[src/rtl/nipd_pkg.sv]
// Shared types, constants and the interval match function of the NEC IR decoder.
// Used by the channel interfaces and by every decoder module; depends on nothing.
package nipd_pkg;

  // Widths of the interval, the command byte and the error tally.
  localparam int TIME_W   = 16;
  localparam int CMD_W    = 8;
  localparam int TALLY_W  = 16;
  localparam int FRAME_W  = 32;
  localparam int BITCNT_W = 6;
  localparam int CFG_IDX_W = 3;
  // 5 * 65535 and 6 * 65535 both fit in 19 bits.
  localparam int SCALED_W = TIME_W + 3;

  localparam logic [BITCNT_W-1:0] FRAME_LEN = BITCNT_W'(FRAME_W);
  localparam logic [TALLY_W-1:0]  TALLY_MAX = '1;

  // Configuration register indexes.
  typedef enum logic [CFG_IDX_W-1:0] {
    CFG_LEAD_BURST   = 3'd0,
    CFG_LEAD_SPACE   = 3'd1,
    CFG_BIT_BURST    = 3'd2,
    CFG_ZERO_SPACE   = 3'd3,
    CFG_ONE_SPACE    = 3'd4,
    CFG_REPEAT_SPACE = 3'd5,
    CFG_REPEAT_END   = 3'd6
  } cfg_reg_t;

  // Reset values of the nominal times in microseconds.
  localparam logic [TIME_W-1:0] RST_LEAD_BURST   = 16'd9000;
  localparam logic [TIME_W-1:0] RST_LEAD_SPACE   = 16'd4500;
  localparam logic [TIME_W-1:0] RST_BIT_BURST    = 16'd562;
  localparam logic [TIME_W-1:0] RST_ZERO_SPACE   = 16'd562;
  localparam logic [TIME_W-1:0] RST_ONE_SPACE    = 16'd1688;
  localparam logic [TIME_W-1:0] RST_REPEAT_SPACE = 16'd2250;
  localparam logic [TIME_W-1:0] RST_REPEAT_END   = 16'd562;

  // Classified interval: one match flag per nominal time.
  typedef struct packed {
    logic lead_burst;
    logic lead_space;
    logic bit_burst;
    logic zero_space;
    logic one_space;
    logic repeat_space;
    logic repeat_end;
  } match_t;

  // Write request from the front part into the queue.
  typedef struct packed {
    logic   valid;
    match_t classes;
  } push_t;

  // The interval lies strictly within 0.8 and 1.2 times nominal: 5x > 4y and 5x < 6y.
  function automatic logic near_nominal(logic [TIME_W-1:0] x, logic [TIME_W-1:0] y);
    logic [SCALED_W-1:0] x5;
    logic [SCALED_W-1:0] y4;
    logic [SCALED_W-1:0] y6;
    x5 = {1'b0, x, 2'b00} + {3'b000, x};
    y4 = {1'b0, y, 2'b00};
    y6 = {1'b0, y, 2'b00} + {2'b00, y, 1'b0};
    return (x5 > y4) && (x5 < y6);
  endfunction

endpackage

[src/rtl/nipd_ifs.sv]
// Valid/ready channel interfaces for edge intervals and decoder results.
// Depends on nipd_pkg for the field widths.
interface nipd_interval_if;
  logic                        valid;
  logic                        ready;
  logic [nipd_pkg::TIME_W-1:0] interval_us;

  modport source (output valid, output interval_us, input ready);
  modport sink   (input valid, input interval_us, output ready);
endinterface

interface nipd_result_if;
  logic                         valid;
  logic                         ready;
  logic                         frame_received;
  logic [nipd_pkg::CMD_W-1:0]   command;
  logic                         error_pulse;
  logic [nipd_pkg::TALLY_W-1:0] error_total;

  modport source (output valid, output frame_received, output command,
                  output error_pulse, output error_total, input ready);
  modport sink   (input valid, input frame_received, input command,
                  input error_pulse, input error_total, output ready);
endinterface

[src/rtl/nipd_front.sv]
// Front part: holds the nominal time registers and classifies each accepted interval.
// Depends on nipd_pkg and nipd_interval_if.
module nipd_front (
  input  logic                           clk,
  input  logic                           rst,
  input  logic                           cfg_we,
  input  logic [nipd_pkg::CFG_IDX_W-1:0] cfg_index,
  input  logic [nipd_pkg::TIME_W-1:0]    cfg_data,
  nipd_interval_if.sink                  intervals,
  input  logic                           q_ready,
  output nipd_pkg::push_t                push
);

  logic [nipd_pkg::TIME_W-1:0] lead_burst_time;
  logic [nipd_pkg::TIME_W-1:0] lead_space_time;
  logic [nipd_pkg::TIME_W-1:0] bit_burst_time;
  logic [nipd_pkg::TIME_W-1:0] zero_space_time;
  logic [nipd_pkg::TIME_W-1:0] one_space_time;
  logic [nipd_pkg::TIME_W-1:0] repeat_space_time;
  logic [nipd_pkg::TIME_W-1:0] repeat_end_time;

  // Configuration register writes; indexes past the list are ignored.
  always_ff @(posedge clk) begin
    if (rst) begin
      lead_burst_time   <= nipd_pkg::RST_LEAD_BURST;
      lead_space_time   <= nipd_pkg::RST_LEAD_SPACE;
      bit_burst_time    <= nipd_pkg::RST_BIT_BURST;
      zero_space_time   <= nipd_pkg::RST_ZERO_SPACE;
      one_space_time    <= nipd_pkg::RST_ONE_SPACE;
      repeat_space_time <= nipd_pkg::RST_REPEAT_SPACE;
      repeat_end_time   <= nipd_pkg::RST_REPEAT_END;
    end else if (cfg_we) begin
      case (cfg_index)
        nipd_pkg::CFG_LEAD_BURST:   lead_burst_time   <= cfg_data;
        nipd_pkg::CFG_LEAD_SPACE:   lead_space_time   <= cfg_data;
        nipd_pkg::CFG_BIT_BURST:    bit_burst_time    <= cfg_data;
        nipd_pkg::CFG_ZERO_SPACE:   zero_space_time   <= cfg_data;
        nipd_pkg::CFG_ONE_SPACE:    one_space_time    <= cfg_data;
        nipd_pkg::CFG_REPEAT_SPACE: repeat_space_time <= cfg_data;
        nipd_pkg::CFG_REPEAT_END:   repeat_end_time   <= cfg_data;
        default: ;
      endcase
    end
  end

  // Accept whenever the queue has room.
  assign intervals.ready = q_ready;

  // Compare the interval against every nominal time at once.
  always_comb begin
    push.valid = intervals.valid && q_ready;
    push.classes.lead_burst   = nipd_pkg::near_nominal(intervals.interval_us, lead_burst_time);
    push.classes.lead_space   = nipd_pkg::near_nominal(intervals.interval_us, lead_space_time);
    push.classes.bit_burst    = nipd_pkg::near_nominal(intervals.interval_us, bit_burst_time);
    push.classes.zero_space   = nipd_pkg::near_nominal(intervals.interval_us, zero_space_time);
    push.classes.one_space    = nipd_pkg::near_nominal(intervals.interval_us, one_space_time);
    push.classes.repeat_space =
      nipd_pkg::near_nominal(intervals.interval_us, repeat_space_time);
    push.classes.repeat_end   = nipd_pkg::near_nominal(intervals.interval_us, repeat_end_time);
  end

endmodule

[src/rtl/nipd_queue.sv]
// Two-entry queue of classified intervals between the front and back parts.
// Depends on nipd_pkg for the entry type.
module nipd_queue (
  input  logic                 clk,
  input  logic                 rst,
  input  nipd_pkg::push_t      push,
  output logic                 q_ready,
  output logic                 q_valid,
  output nipd_pkg::match_t     q_data,
  input  logic                 pop
);

  nipd_pkg::match_t entries [2];
  logic       wr_ptr;
  logic       rd_ptr;
  logic [1:0] count;
  logic       do_pop;

  assign q_ready = (count != 2'd2);
  assign q_valid = (count != 2'd0);
  assign q_data  = entries[rd_ptr];
  assign do_pop  = pop && q_valid;

  // Pointers and fill count.
  always_ff @(posedge clk) begin
    if (rst) begin
      wr_ptr <= 1'b0;
      rd_ptr <= 1'b0;
      count  <= 2'd0;
    end else begin
      if (push.valid) begin
        wr_ptr <= ~wr_ptr;
      end
      if (do_pop) begin
        rd_ptr <= ~rd_ptr;
      end
      count <= count + {1'b0, push.valid} - {1'b0, do_pop};
    end
  end

  // Entry storage.
  always_ff @(posedge clk) begin
    if (push.valid) begin
      entries[wr_ptr] <= push.classes;
    end
  end

endmodule

[src/rtl/nipd_back.sv]
// Back part: the NEC phase machine, frame assembly, error tally and result register.
// Depends on nipd_pkg and nipd_result_if.
module nipd_back (
  input  logic             clk,
  input  logic             rst,
  input  logic             q_valid,
  input  nipd_pkg::match_t q_data,
  output logic             pop,
  nipd_result_if.source    results
);

  typedef enum logic [2:0] {
    PH_LEAD_BURST = 3'd0,
    PH_LEAD_SPACE = 3'd1,
    PH_REPEAT_END = 3'd2,
    PH_BIT_BURST  = 3'd3,
    PH_BIT_SPACE  = 3'd4
  } phase_t;

  phase_t                             phase;
  phase_t                             phase_next;
  logic [nipd_pkg::FRAME_W-1:0]       frame_bits;
  logic [nipd_pkg::FRAME_W-1:0]       frame_bits_next;
  logic [nipd_pkg::BITCNT_W-1:0]      bit_count;
  logic [nipd_pkg::BITCNT_W-1:0]      bit_count_next;
  logic [nipd_pkg::CMD_W-1:0]         last_command;
  logic [nipd_pkg::CMD_W-1:0]         last_command_next;
  logic [nipd_pkg::TALLY_W-1:0]       error_tally;
  logic [nipd_pkg::TALLY_W-1:0]       error_tally_next;
  logic                               got;
  logic                               err;
  logic                               res_valid;
  logic                               res_frame;
  logic                               res_error;

  // Take the next entry when the result register is empty or being drained.
  assign pop = q_valid && (!res_valid || results.ready);

  assign results.valid          = res_valid;
  assign results.frame_received = res_frame;
  assign results.command        = last_command;
  assign results.error_pulse    = res_error;
  assign results.error_total    = error_tally;

  // Next state of the decoder for the entry at the head of the queue.
  always_comb begin
    phase_next        = phase;
    frame_bits_next   = frame_bits;
    bit_count_next    = bit_count;
    last_command_next = last_command;
    got               = 1'b0;
    err               = 1'b0;
    unique case (phase)
      PH_LEAD_BURST: begin
        if (q_data.lead_burst) begin
          phase_next      = PH_LEAD_SPACE;
          frame_bits_next = '0;
          bit_count_next  = '0;
        end
      end
      PH_LEAD_SPACE: begin
        if (q_data.lead_space) begin
          phase_next = PH_BIT_BURST;
        end else if (q_data.repeat_space) begin
          phase_next = PH_REPEAT_END;
        end else begin
          err        = 1'b1;
          phase_next = PH_LEAD_BURST;
        end
      end
      PH_REPEAT_END: begin
        // A matching closing burst leaves the decoder where it is.
        if (!q_data.repeat_end) begin
          err        = 1'b1;
          phase_next = PH_LEAD_BURST;
        end
      end
      PH_BIT_BURST: begin
        if (q_data.bit_burst) begin
          phase_next = PH_BIT_SPACE;
        end else begin
          err        = 1'b1;
          phase_next = PH_LEAD_BURST;
        end
      end
      PH_BIT_SPACE: begin
        phase_next = PH_BIT_BURST;
        if (q_data.zero_space) begin
          bit_count_next = bit_count + 1'b1;
        end else if (q_data.one_space) begin
          frame_bits_next[bit_count[4:0]] = 1'b1;
          bit_count_next = bit_count + 1'b1;
        end else begin
          err        = 1'b1;
          phase_next = PH_LEAD_BURST;
        end
        // Full frame: address and command must each match their inverse byte.
        if (bit_count_next == nipd_pkg::FRAME_LEN) begin
          if ((frame_bits_next[7:0] == ~frame_bits_next[15:8]) &&
              (frame_bits_next[23:16] == ~frame_bits_next[31:24])) begin
            last_command_next = frame_bits_next[23:16];
            got               = 1'b1;
          end else begin
            err = 1'b1;
          end
          phase_next = PH_LEAD_BURST;
        end
      end
      default: begin
        phase_next = PH_LEAD_BURST;
      end
    endcase
    // Saturating error count.
    error_tally_next = error_tally;
    if (err && (error_tally != nipd_pkg::TALLY_MAX)) begin
      error_tally_next = error_tally + 1'b1;
    end
  end

  // Decoder state and result register.
  always_ff @(posedge clk) begin
    if (rst) begin
      phase        <= PH_LEAD_BURST;
      frame_bits   <= '0;
      bit_count    <= '0;
      last_command <= '0;
      error_tally  <= '0;
      res_valid    <= 1'b0;
      res_frame    <= 1'b0;
      res_error    <= 1'b0;
    end else begin
      if (pop) begin
        phase        <= phase_next;
        frame_bits   <= frame_bits_next;
        bit_count    <= bit_count_next;
        last_command <= last_command_next;
        error_tally  <= error_tally_next;
        res_valid    <= 1'b1;
        res_frame    <= got;
        res_error    <= err;
      end else if (results.ready) begin
        res_valid <= 1'b0;
      end
    end
  end

endmodule

[src/rtl/nec_ir_pulse_decoder.sv]
// NEC infrared frame decoder fed with the time between receiver edges, one
// result for every interval. It takes one interval per clock cycle while the
// queue has room. The front part classifies the interval against all seven
// nominal times in the transfer cycle, a two-entry queue holds the classes,
// and the back part's phase machine updates the frame, command and error
// tally once per entry and loads the result register, so either side may
// stall until the queue is full without blocking the other. Nominal times
// are written through cfg_we/cfg_index/cfg_data while no interval is in
// flight; the user must keep to this, as the block does not enforce it.
// Depends on nipd_pkg, the channel interfaces, nipd_front, nipd_queue and nipd_back.
module nec_ir_pulse_decoder (
  input  logic                           clk,
  input  logic                           rst,
  input  logic                           cfg_we,
  input  logic [nipd_pkg::CFG_IDX_W-1:0] cfg_index,
  input  logic [nipd_pkg::TIME_W-1:0]    cfg_data,
  nipd_interval_if.sink                  intervals,
  nipd_result_if.source                  results
);

  nipd_pkg::push_t  push;
  nipd_pkg::match_t q_data;
  logic             q_ready;
  logic             q_valid;
  logic             pop;

  // Classification of incoming intervals.
  nipd_front u_front (
    .clk       (clk),
    .rst       (rst),
    .cfg_we    (cfg_we),
    .cfg_index (cfg_index),
    .cfg_data  (cfg_data),
    .intervals (intervals),
    .q_ready   (q_ready),
    .push      (push)
  );

  // Decoupling queue.
  nipd_queue u_queue (
    .clk     (clk),
    .rst     (rst),
    .push    (push),
    .q_ready (q_ready),
    .q_valid (q_valid),
    .q_data  (q_data),
    .pop     (pop)
  );

  // Frame decoding and results.
  nipd_back u_back (
    .clk     (clk),
    .rst     (rst),
    .q_valid (q_valid),
    .q_data  (q_data),
    .pop     (pop),
    .results (results)
  );

endmodule

[src/flat_wrapper.sv]
// flat-port wrapper written by rule: the top's interface ports become plain ports
module nec_ir_pulse_decoder_flat 
  (clk, rst, cfg_we, cfg_index, cfg_data, intervals_valid, intervals_interval_us, intervals_ready, results_valid, results_frame_received, results_command, results_error_pulse, results_error_total, results_ready);
  nipd_interval_if intervals_i ();
  nipd_result_if results_i ();
  input  logic clk;
  input  logic rst;
  input  logic cfg_we;
  input  logic [nipd_pkg::CFG_IDX_W-1:0] cfg_index;
  input  logic [nipd_pkg::TIME_W-1:0] cfg_data;
  input wire logic [$bits(intervals_i.valid)-1:0] intervals_valid;
  input wire logic [$bits(intervals_i.interval_us)-1:0] intervals_interval_us;
  output wire logic [$bits(intervals_i.ready)-1:0] intervals_ready;
  output wire logic [$bits(results_i.valid)-1:0] results_valid;
  output wire logic [$bits(results_i.frame_received)-1:0] results_frame_received;
  output wire logic [$bits(results_i.command)-1:0] results_command;
  output wire logic [$bits(results_i.error_pulse)-1:0] results_error_pulse;
  output wire logic [$bits(results_i.error_total)-1:0] results_error_total;
  input wire logic [$bits(results_i.ready)-1:0] results_ready;
  assign intervals_i.valid = intervals_valid;
  assign intervals_i.interval_us = intervals_interval_us;
  assign intervals_ready = intervals_i.ready;
  assign results_valid = results_i.valid;
  assign results_frame_received = results_i.frame_received;
  assign results_command = results_i.command;
  assign results_error_pulse = results_i.error_pulse;
  assign results_error_total = results_i.error_total;
  assign results_i.ready = results_ready;
  nec_ir_pulse_decoder u_core (.clk(clk), .rst(rst), .cfg_we(cfg_we), .cfg_index(cfg_index), .cfg_data(cfg_data), .intervals(intervals_i), .results(results_i));
endmodule
[config.mk]
export PLATFORM = sky130hd
export DESIGN_NAME = nec_ir_pulse_decoder_flat
export DESIGN_NICKNAME = d
export VERILOG_FILES = /design/src/rtl/nipd_pkg.sv /design/src/rtl/nipd_ifs.sv /design/src/rtl/nipd_front.sv /design/src/rtl/nipd_queue.sv /design/src/rtl/nipd_back.sv /design/src/rtl/nec_ir_pulse_decoder.sv /design/src/flat_wrapper.sv
export SDC_FILE = /design/constraint.sdc
export NUM_CORES = 1
export LEC_CHECK = 0
export BUFFER_PORTS_ARGS = -buffer_cell sky130_fd_sc_hd__clkbuf_2
export CORE_ASPECT_RATIO = 0.5
export CORE_UTILIZATION = 35
export DETAILED_ROUTE_END_ITERATION = 10
export GPL_ROUTABILITY_DRIVEN = 1
export SYNTH_ARGS = -nofsm -noshare
export SYNTH_HDL_FRONTEND = slang
export SYNTH_SLANG_ARGS = --single-unit
[constraint.sdc]
create_clock -name clk -period 5.12 [get_ports clk]
set_input_delay 1.536 -clock clk [delete_from_list [all_inputs] [get_ports clk]]
set_output_delay 1.536 -clock clk [all_outputs]
set_load 0.01 [all_outputs]
### Word level (Yosys, flattened, before mapping)

Memories as Yosys holds them, arrays and structs flattened. A register that Yosys moved wholly into a read port is not among the register bits.
Cells that the tools add are included.

| storage, ports and cells | value |
|---|---|
| flip-flop bits (word level) | 184 |
| memory bits (writable) | 14 |
| input bits | 40 |
| output and inout bits | 28 |
| word-level logic and storage cells | 139 |
| memories kept | 1 |

| cells by class | value |
|---|---|
| $add $sub $neg | 12 |
| magnitude comparators | 16 |
| eq/ne operators | 17 |
| multiplexer cells | 39 |
| bitwise gates (word level) | 5 |
| reduce and logical (&&, ||, !) cells | 31 |

Memory list:

| memory | words | bits a word | rd ports | clocked after memory_dff | write ports | line | source |
|---|---|---|---|---|---|---|---|
| u_core.u_queue.entries | 2 | 7 | 1 | 1 | 1 | nipd_queue.sv:13 | `nipd_pkg::match_t entries [2];` |

Operator list:

| operator | number |
|---|---|
| $add 18x17->19 | 7 |
| $gt 19x18->1 | 7 |
| $lt 19x19->1 | 7 |
| $mux 32 | 4 |
| $pmux 32 s2 | 1 |
| $or 32x32->32 | 1 |
| $mux 6 | 4 |
| $add 18x16->19 | 1 |
| $mux 1 | 18 |
| $add 16x1->16 const B | 1 |
| $eq 8x8->1 | 2 |
| $ne 16x16->1 const B | 1 |
| $not 8->8 | 2 |
| $reduce_and 2->1 | 8 |
| $pmux 3 s5 | 1 |
| $logic_and 1x1->1 | 13 |
| $eq 3x2->1 const B | 4 |
| $eq 3x3->1 const B | 4 |
| $mux 3 | 4 |
| $pmux 6 s2 | 1 |
| $mux 2 | 4 |
| $add 6x1->6 const B | 1 |
| $eq 3x1->1 const B | 2 |
| $eq 6x6->1 const B | 1 |
| 15 further kinds | 21 |

### Longest topological paths before layout

| depth | value |
|---|---|
| depth in word-level cells | 16 |
| mapped depth | 18 |
| gate-level depth less buffers | 18 |

### Cells and area by module

From an unflattened synthesis, not the netlist that was laid out.

| unflattened totals | value |
|---|---|
| cells, all modules | 2,352 |
| area, all modules | 19,054.5 µm² |

Modules (own cells, without submodules):

| module | times used | cells each | area each (µm²) | seq. area each (µm²) |
|---|---|---|---|---|
| nipd_front | 1 | 1,830 | 14,371.3 | 2,242.2 |
| nipd_back | 1 | 477 | 3,931.3 | 1,361.3 |
| nipd_queue | 1 | 45 | 752.0 | 520.5 |

### Worst setup path after synthesis

OpenSTA, ideal clock, no wires.

| timing path | value |
|---|---|
| path type | input port to flip-flop |
| start point | in intervals_interval_us[1] |
| end point | mem u_core.u_queue.entries[0][5] (netlist bit) (data pin) |
| setup time | 0.242 ns |
| arrival | 5.177 ns |
| data required time | 4.878 ns |
| setup slack | -0.298 ns |
| cell stages on the path | 18 |
| buffers on the path | 0 |
| path through | ha_1 a21o_1 a21oi_1 nor2b_1 o21ai_0 a21oi_1 a21oi_1 o21bai_1 xor2_1 ha_1 and4_1 o221ai_1 a21oi_1 o32a_1 o211ai_1 maj3_1 o21a_1 a2111oi_0 |

RTL lines:

| element | line | source |
|---|---|---|
| start, declared | flat_wrapper.sv:12 | `input wire logic [$bits(intervals_i.interval_us)-1:0] intervals_interval_us;` |
| end, declared | nipd_queue.sv:13 |  |

==> impl_metrics.env <==
export IMPL_die_area_sq_mm=0.0570
export IMPL_core_area_sq_mm=0.0545
export IMPL_tightestPinTransition_ns=1.15
export IMPL_pre_cts_ws_ns=-0.429
export IMPL_grt_ovfl_total=0
export IMPL_cts_made_buffers=17
export IMPL_outcome="finished clean"
export IMPL_final_nets=3001
export IMPL_place_gp_congestion=0.954
export IMPL_syn_to_final_growth_pct=14.0
export IMPL_r2r_slack_ns=0.77
export IMPL_crit_path_start_kind="input port"
export IMPL_ir_worst_vdd_v=0.000253
export IMPL_max_freq_mhz=203
export IMPL_cts_root_buf="clkbuf_16"
export IMPL_r2r_start="u_core.u_front.repeat_space_time[1]"
export IMPL_first_pass_iters=5
export IMPL_syn_mean_instance_area_sq_um=7.92
export IMPL_clk_pin_slew_ns=0.09
export IMPL_drt_wirelength_per_cell_um=18.6
export IMPL_arrival_ns=5.19
export IMPL_synth_warnings=0
export IMPL_drc=0
export IMPL_synth_distinct_cells=82
export IMPL_start_util_pct=36.0
export IMPL_dp_hpwl_mm=46.4
export IMPL_pwr_density_cell_mw_per_mm2=244
export IMPL_cp_num_buf_inv=2
export IMPL_crit_family="compound AO/OA/AOI/OAI gates"
export IMPL_r2r_end="u_core.u_queue.entries[0][1]"
export IMPL_cpPeakStageDelay_ns=0.36
export IMPL_ys_flop_type="dfxtp_1"
export IMPL_syn_cell_area_sq_mm=0.0196
export IMPL_required_ns=5.38
export IMPL_yosys_area_top_type="ha_1"
export IMPL_worst_r2r_cell_count=17
export IMPL_synth_edff_count=14
export IMPL_detail_route_antenna_nets=0
export IMPL_min_from="u_core.u_back.results.error_pulse"
export IMPL_hold_path_class="flip-flop to flip-flop"
export IMPL_synthCells=2478
export IMPL_min_period_ns=4.93
export IMPL_num_io_pins=68
export IMPL_yosysTopAreaCellShare_pct=22.4
export IMPL_place_area_sq_mm=0.0216
export IMPL_grt_pass1_wl_mm=98.2
export IMPL_routed_via_count=18500
export IMPL_num_antenna_cells=0
export IMPL_final_area_sq_mm=0.0224
export IMPL_finalWorstSetupSlack_ns=0.192
export IMPL_drv_cap=0
export IMPL_ys_ff_latch=199
export IMPL_fin_util_pct=41.0
export IMPL_crit_slowest_cell="maj3_1"
export IMPL_drt_wl_total_mm=62.3
export IMPL_whs_path_depth=2
export IMPL_grt_pass1_vias=17500
export IMPL_hold_viol=0
export IMPL_yosysSeqAreaShare_pct=21.0
export IMPL_slew_headroom_pct=23.1
export IMPL_period_share_pct=96.2
export IMPL_async_flop_share_pct=0
export IMPL_cts_hold_buf=0
export IMPL_cts_sinks=199
export IMPL_critical_path_peak_fanout=3
export IMPL_p_total_mw=5.45
export IMPL_drive_gt1_share_pct=11.4
export IMPL_power_leakage_nw=9.52
export IMPL_fp_dieH_um=169
export IMPL_post_drt_via_cell_ratio=5.50
export IMPL_grt_max_degree=118
export IMPL_min_to="u_core.u_back.results.error_pulse"
export IMPL_htree_levels=4
export IMPL_fp_row_count=60
export IMPL_synthTopCellsByArea="ha_1 (22%), dfxtp_1 (19%), a21oi_1 (5.4%)"
export IMPL_track_usage_pct=21.9
export IMPL_crit_path_cell_trace="clkbuf_2, ha_1, a21o_1, a21oi_2, nor2b_1, o21ai_2, a21oi_1, a21oi_1, o21bai_1, xor2_2, buf_4, ha_1, and4_1, o221ai_1, a21oi_2, o32a_1, o211ai_1, maj3_1, o21a_1, a2111oi_4"
export IMPL_criticalPathCategory="input port to flip-flop"
export IMPL_first_iter_violations=1407
export IMPL_synth_most_common_cell="ha_1"
export IMPL_cts_buffer_depth=2
export IMPL_portBuffers=67
export IMPL_synth_nets=2877
export IMPL_synthTopCellsByCount="ha_1 (351), nand2_1 (282), a21oi_1 (212)"
export IMPL_fin_worst_skew_ns=0.0245
export IMPL_clk_latency_ns=0.48
export IMPL_crit_path_end_kind="flip-flop"
export IMPL_slew_violations=0
export IMPL_antenna_found_initial=0
export IMPL_setup_viol=0
export IMPL_cts_tree="built"
export IMPL_dieWidth_um=337
==> registers in the layout (all words and copies together) (netlist names), 16 cells and up, named ones only <==
| name | flops |
|---|---|
| u_core.u_back.frame_bits | 32 |
| u_core.u_back.results.error_total | 16 |
| u_core.u_front.bit_burst_time | 16 |
| u_core.u_front.lead_burst_time | 16 |
| u_core.u_front.lead_space_time | 16 |
| u_core.u_front.one_space_time | 16 |
| u_core.u_front.repeat_end_time | 16 |
| u_core.u_front.repeat_space_time | 16 |
| u_core.u_front.zero_space_time | 16 |
==> tightest hold or removal path, stage by stage, from the launching register on <==
cell and delay, ns:
dfxtp_1 0.32, nand2_1 0.05, a31oi_1 0.07
==> worst max-delay path by stage <==
stage | cells after the start | to | slack [ns] | from
global placement | 19 | u_core.u_queue.entries[0][5] | -0.36 | intervals_interval_us[1]
floorplan | 18 | u_core.u_queue.entries[0][5] | 0.02 | intervals_interval_us[1]
finish | 20 | u_core.u_queue.entries[1][5] | 0.19 | intervals_interval_us[1]
global route | 21 | u_core.u_queue.entries[1][2] | -0.03 | intervals_interval_us[1]
CTS | 19 | u_core.u_queue.entries[1][5] | 0.02 | intervals_interval_us[1]
detailed placement | 19 | u_core.u_queue.entries[0][5] | -0.43 | intervals_interval_us[1]
==> stage by stage <==
step | setup TNS, ns | hold WS (ns) | instances
after CTS | 0 | 0.493 | 3357
after global placement | -3.70 | 0.468 | 3325
final | 0 | 0.487 | 3359
after floorplan | 0 | 0.466 | 2478
after global routing | -0.118 | 0.508 | 3359
after detailed placement | -4.43 | 0.478 | 3325
==> cell families (layout without fill, tap and decap cells) <==
group / after synthesis / in the layout / synth area share [%]
AOI/OAI and AO/OA: 674 / 674 / 22.8
xor gates and xnor gates: 113 / 113 / 5.05
adders and majority gates: 369 / 369 / 23.7
buffers and inverters: 233 / 370 / 4.61
DFF: 199 / 199 / 21.0
muxes: 31 / 31 / 1.89
and+or+nand+nor: 859 / 859 / 20.9
==> repair_timing <==
action                                  in CTS  in global routing
setup buffers                                0                  2
endpoints found under the setup margin       0                 14
gates resized for setup                      0                 18
==> layout by cell type, fill, tap and decap left out, types with 10 or more instances in the layout <==
cell type	count
maj3_1	10
a211oi_1	35
buf_4	104
clkbuf_16	17
o21bai_1	13
dfxtp_1	185
nand3b_1	16
and2_1	20
nor2b_1	52
nand4_1	44
xor2_1	51
or2_2	19
edfxtp_1	14
xnor2_1	51
inv_1	157
or3_1	17
a21oi_1	208
o21a_1	20
a21o_1	49
ha_1	351
o22ai_1	10
o211ai_1	16
clkbuf_2	66
a22oi_1	40
and3_1	25
a211o_1	23
nand2_1	282
nand3_1	66
o21ai_0	107
nor2_1	208
nor3_1	41
mux2i_1	11
o31ai_1	12
nand2b_1	31
a31oi_1	17
a211oi_2	10
==> where the power goes <==
group | internal (mW) | total [mW] | switching, mW
combinational | 0.938 | 2.23 | 1.29
sequential | 1.64 | 1.73 | 0.0901
clock | 0.712 | 1.49 | 0.776
total | 3.29 | 5.45 | 2.16
==> layout make-up <==
cell class / count / area, sq um
well taps: 744 / 931
flip-flops and latches: 199 / 4120
fillers: 5593 / 32100
multi-input cells: 2046 / 14800
repair buffers: 180 / 1300
inverters: 158 / 593
clock buffers: 17 / 425
clock inverters: 15 / 199
==> layer usage <==
metal / wire length (um) / up-vias / global-route usage, % / share of wire (%)
met4: 1430 / 0 / 5.85 / 2.3
met5: 0 / - / 0 / 0
li1: - / 9294 / - / -
met1: 28500 / 8636 / 29.4 / 46
met3: 3360 / 76 / 2.23 / 5.4
met2: 29000 / 484 / 37.2 / 47
Power figures use the tool's default switching activity.
